**src/space_vector_pwm_top_defines.svh**
```systemverilog
// Assertion macros for the space vector modulator.
`ifndef SPACE_VECTOR_PWM_TOP_DEFINES_SVH
`define SPACE_VECTOR_PWM_TOP_DEFINES_SVH
`ifndef NO_ASSERTIONS
`define SVP_ASSERT_IMP(label, clk, rst, ante, cons) \
   label: assert property (@(posedge clk) disable iff (rst) (ante) |-> (cons)) \
      else $error("svp assertion failed");
`define SVP_ASSERT_NXT(label, clk, rst, ante, cons) \
   label: assert property (@(posedge clk) disable iff (rst) (ante) |=> (cons)) \
      else $error("svp assertion failed");
`else
`define SVP_ASSERT_IMP(label, clk, rst, ante, cons)
`define SVP_ASSERT_NXT(label, clk, rst, ante, cons)
`endif
`endif

```
**src/svp_pkg.sv**
```systemverilog
// ---------------------------------------------------------------------------
// svp_pkg
// Shared constants, types and the sine table of the space vector modulator.
// ---------------------------------------------------------------------------
`timescale 1ns / 1ps
package svp_pkg;

   localparam int SINE_ENTRIES   = 256;
   localparam int IDX_W          = $clog2(SINE_ENTRIES);
   localparam int TIME_FRAC_BITS = 4;
   localparam longint unsigned PI3_Q30 = 64'd1124419809;

   // dwell dividend: (ref*s*n) >> (14 - F), quotient width
   localparam int PROD_SHIFT = 14 - TIME_FRAC_BITS;
   localparam int D_W        = 48 - PROD_SHIFT;
   localparam int CNT_W      = $clog2(D_W);
   localparam int BW         = D_W + 6;

   localparam int FIFO_DEPTH = 4;
   localparam int FPTR_W     = $clog2(FIFO_DEPTH);

   localparam logic [15:0] PERIOD_RESET = 16'd100;

   localparam logic [2:0] VEC_ZERO  = 3'd0;
   localparam logic [2:0] VEC_FIRST = 3'd1;
   localparam logic [2:0] VEC_SEVEN = 3'd7;

   localparam logic [1:0] PH_NONE  = 2'd0;
   localparam logic [1:0] PH_LOWER = 2'd1;
   localparam logic [1:0] PH_UPPER = 2'd2;

   typedef logic [15:0] sine_tab_type [0:SINE_ENTRIES];

   typedef struct packed {
      logic [15:0] dc;
      logic [15:0] mag;
      logic [15:0] s_l;
      logic [15:0] s_r;
      logic [2:0]  sec;
   } item_type;

   typedef struct packed {
      logic     valid;
      item_type item;
   } queue_out_type;

   function automatic sine_tab_type build_sine();
      sine_tab_type tab;
      longint unsigned x, x2, term, sum;
      for (int k = 0; k <= SINE_ENTRIES; k++) begin
         x    = (longint'(k) * PI3_Q30) / SINE_ENTRIES;
         x2   = (x * x) >> 30;
         term = x;
         sum  = x;
         term = ((term * x2) >> 30) / 64'd6;
         sum  = (sum >= term) ? sum - term : 64'd0;
         term = ((term * x2) >> 30) / 64'd20;
         sum  = sum + term;
         term = ((term * x2) >> 30) / 64'd42;
         sum  = (sum >= term) ? sum - term : 64'd0;
         term = ((term * x2) >> 30) / 64'd72;
         sum  = sum + term;
         tab[k] = 16'((sum + 64'd16384) >> 15);
      end
      return tab;
   endfunction

   localparam sine_tab_type SINE_TAB = build_sine();

   // phase codes (a, b, c) of one of the eight switching vectors
   function automatic logic [5:0] vec_code(input logic [2:0] v);
      logic [5:0] c;
      case (v)
         3'd0:    c = {PH_LOWER, PH_LOWER, PH_LOWER};
         3'd1:    c = {PH_UPPER, PH_LOWER, PH_LOWER};
         3'd2:    c = {PH_UPPER, PH_UPPER, PH_LOWER};
         3'd3:    c = {PH_LOWER, PH_UPPER, PH_LOWER};
         3'd4:    c = {PH_LOWER, PH_UPPER, PH_UPPER};
         3'd5:    c = {PH_LOWER, PH_LOWER, PH_UPPER};
         3'd6:    c = {PH_UPPER, PH_LOWER, PH_UPPER};
         default: c = {PH_UPPER, PH_UPPER, PH_UPPER};
      endcase
      return c;
   endfunction

endpackage

```
**src/svp_fifo.sv**
```systemverilog
// ---------------------------------------------------------------------------
// svp_fifo
// Short queue of classified ticks between front and back.
// ---------------------------------------------------------------------------
`timescale 1ns / 1ps
module svp_fifo (
   input  logic                     clock,
   input  logic                     reset,
   input  logic                     push,
   input  svp_pkg::item_type        push_item,
   output logic                     full,
   input  logic                     pop,
   output svp_pkg::queue_out_type   head
);

   svp_pkg::item_type              mem_ff [svp_pkg::FIFO_DEPTH];
   logic [svp_pkg::FPTR_W-1:0]     wr_ff, wr_in, rd_ff, rd_in;
   logic [svp_pkg::FPTR_W:0]       cnt_ff, cnt_in;
   logic                           do_push, do_pop;

   always_comb begin
      full       = (cnt_ff == (svp_pkg::FPTR_W+1)'(svp_pkg::FIFO_DEPTH));
      do_push    = push && !full;
      do_pop     = pop && (cnt_ff != '0);
      head.valid = (cnt_ff != '0);
      head.item  = mem_ff[rd_ff];
      wr_in      = do_push ? wr_ff + 1'b1 : wr_ff;
      rd_in      = do_pop ? rd_ff + 1'b1 : rd_ff;
      cnt_in     = cnt_ff + {{svp_pkg::FPTR_W{1'b0}}, do_push}
                          - {{svp_pkg::FPTR_W{1'b0}}, do_pop};
   end

   always_ff @(posedge clock) begin
      if (reset) begin
         wr_ff  <= '0;
         rd_ff  <= '0;
         cnt_ff <= '0;
      end else begin
         wr_ff  <= wr_in;
         rd_ff  <= rd_in;
         cnt_ff <= cnt_in;
      end
      if (do_push) begin
         mem_ff[wr_ff] <= push_item;
      end
   end

endmodule

```
**config.mk**
```make
export PLATFORM = sky130hd
export DESIGN_NAME = svp_fifo
export DESIGN_NICKNAME = d
export VERILOG_FILES = /design/src/space_vector_pwm_top_defines.svh /design/src/svp_pkg.sv /design/src/svp_fifo.sv
export SDC_FILE = /design/constraint.sdc
export NUM_CORES = 1
export LEC_CHECK = 0
export ABC_AREA = 1
export ABC_CLOCK_PERIOD_IN_PS = 7300
export BUFFER_PORTS_ARGS = -buffer_cell sky130_fd_sc_hd__buf_2
export CAP_MARGIN = 15
export CORE_ASPECT_RATIO = 2
export CORE_MARGIN = 8
export CORE_UTILIZATION = 26
export CTS_CLUSTER_DIAMETER = 80
export CTS_CLUSTER_SIZE = 14
export DETAILED_ROUTE_END_ITERATION = 8
export HOLD_SLACK_MARGIN = 0.15
export PLACE_DENSITY_LB_ADDON = 0.08
export SETUP_SLACK_MARGIN = 0.05
export SYNTH_ARGS = -nofsm -noshare
export SYNTH_HDL_FRONTEND = slang
export SYNTH_SLANG_ARGS = --single-unit
```
**constraint.sdc**
```tcl
create_clock -name clock -period 7.3 [get_ports clock]
set_clock_uncertainty 0.05 [all_clocks]
set_input_delay 0.73 -clock clock [delete_from_list [all_inputs] [get_ports clock]]
set_output_delay 0.73 -clock clock [all_outputs]
set_load 0.05 [all_outputs]
```
==> metrics <==
hold_buf cts 0; end-of-flow core utilization 30.56%; Max IR drop VDD 0.0001703 V; period utilisation layout 51.64%; synth warn 0; Core Area 39950 um^2; placed cells 1349; total grt overflow 0; Clock Pin Slew Worst Setup and Hold Paths 0.07 ns; number of max-cap violations 0; Initial Util 26.08%; global-route wire length before repair 40.44 mm; crit start category register; PostCTS Resize Cnt 0; Placed Area 11590 um^2; worst reg-to-reg path cell count 5; worst-path maximum fanout 85; Hold EP mem_ff[1][29]; Sum Neg Setup Slack 0 ns; Crit. End Element output port; CTS tree done; Slowest Stage Delay on Critical Path 0.58 ns; hold path depth 1; PwrDens 375.0 nW/um^2; critical path's top delay family buffers and inverters; crit path time final 3.770 ns; layout cell share with drive strength beyond 1 21.15%; clock tree buffer depth 3; Placer Congestion 0.6648; final instance area 12210 um^2; worst relative slew slack 39.29%; GRT Total Usage 11.36%; Peak Freq 0.2653 GHz; largest net degree at the start of global routing 86; Seq cells post-synth 277; IO buf count 139; min setup slack post-route 3.530 ns; R2R setup slack 4.45 ns; post-DR wirelength/cell 19.49 um; critical path data required time 6.52 ns; Cell Count, Final, Fillers Out 1382; final wirelength 26.93 mm; P&R area growth vs syn 17.17%; hold path start push_item[29]; die area 47120 um^2; NumNets Final 922; Slew Viols, Final 0; final setup fails 0; Post-Syn Area 10420 um^2; Die W 157.6 um; fillers 4080; worst slew pin tran 0.9107 ns; WP buf/inv 3; sequential fraction of the synthesis area 78.97%; syn_area_per_cell 14.59 um^2; # IOs 140; post-synthesis cell type count 21; clock sink count 277; slowest cell on the critical path buf_4; Antenna Nets Post-Route 0; Lkg Pwr 4.148 nW; number of CTS-inserted buffers 23; initial antenna violation count 3; Synthesized Nets 792; Place WS 3.994 ns; DRC violations left 0; vias in the first global route 6438; Worst Path Arrival 2.99 ns; Clock Latency Late Sink 0.51 ns; most frequent cells in the layout edfxtp_1, nor2_1, buf_2; status finished clean; worst min path class primary input to register; unrepaired setup endpoints after global routing false; Hold Vio Cnt, Final 0; starting DRC count in detailed routing 243; r2r startpoint cnt_ff[1]; Cell Chain, Critical Path inv_6, buf_4, nor2_1, o22ai_1, buf_2; DR vias 6083; hpwl dp 15.39 mm; TritonRoute pass-1 iters 4; Die Y 299.1 um; worst r2r dst mem_ff[3][3]; Row Count 104; most common cell after layout, fill and taps aside edfxtp_1; Mapped Cells 714; worst setup path category register to output port; CTS Root Buffer Type clkbuf_16; H-tree depth 1; setup bufs post-CTS 0; via density per instance 4.402
[cell families after synthesis]
family	after synthesis	share of synthesized area, %
flops	277	78.97
buf+inv	60	3.398
fa+ha+maj	7	0.9127
compound gates	208	10.84
simple gates	162	5.872
[flip-flops by register name, indices dropped and copies added, names as in the netlist, named ones only]
register  count
cnt_ff        3
mem_ff      268
rd_ff         2
wr_ff         2
[area by class of cell]
cell class | count | area [um^2] | share of cell area (%)
Clock buffer | 31 | 605.6 | 4.961
Inverter | 17 | 68.82 | 0.5637
Timing Repair Buffer | 148 | 763.2 | 6.252
Clock inverter | 1 | 5.005 | 0.04100
Antenna cell | 1 | 2.502 | 0.02050
Multi-Input combinational cell | 377 | 1867 | 15.29
Tap cell | 530 | 663.1 | 5.432
Sequential cell | 277 | 8233 | 67.44
[power breakdown]
| group | internal [mW] | total [mW] | switching [mW] |
|---|---|---|---|
| registers | 1.94 | 2.01 | 0.0713 |
| clock network | 0.573 | 1.10 | 0.527 |
| logic | 0.290 | 1.47 | 1.18 |
| total | 2.80 | 4.58 | 1.78 |
[Yosys cell counts]
master | count | area [um^2]
edfxtp_1 | 268 | 8048
dfxtp_1 | 9 | 180.2
a21boi_0 | 2 | 15.01
nand2_1 | 12 | 45.04
nand3_1 | 3 | 15.01
inv_2 | 1 | 3.750
clkbuf_1 | 8 | 30.03
o22ai_1 | 67 | 419.2
inv_1 | 15 | 56.30
nor2_1 | 147 | 551.8
a21oi_1 | 4 | 20.02
buf_8 | 1 | 15.01
clkbuf_4 | 3 | 22.52
buf_2 | 14 | 70.07
buf_6 | 10 | 112.6
o21ai_0 | 132 | 660.6
inv_6 | 1 | 8.760
clkbuf_2 | 7 | 35.03
o21ai_1 | 3 | 15.01
fa_1 | 1 | 20.02
ha_1 | 6 | 75.07
[layer usage]
metal / wire length [um] / vias to the layer above / share of wire, % / track usage (%)
li1: - / 2912 / - / -
met1: 11250 / 2982 / 42 / 13.40
met2: 13590 / 147 / 50 / 20.01
met3: 1557 / 38 / 5.8 / 2.726
met4: 507 / 4 / 1.9 / 3.235
met5: 27 / - / 0.10 / 0
[worst max path at each step]
stage                         from           end  depth (start not counted)
after detailed placement  register      head[38]                          5
final                     register      head[38]                          5
after CTS                 register      head[38]                          5
after floorplan               push  mem_ff[0][0]                          2
after global placement    register      head[38]                          5
after global routing      register      head[38]                          5
[per-stage QoR]
stage | power, mW | hold slack (ns)
finish | 4.578 | 0.3727
floorplan | 3.144 | 0.3981
detailed placement | 3.556 | 0.4403
global route | 4.829 | 0.3413
global placement | 3.556 | 0.4220
CTS | 4.689 | 0.3307
Note: power is estimated with default switching activity, not from simulation.
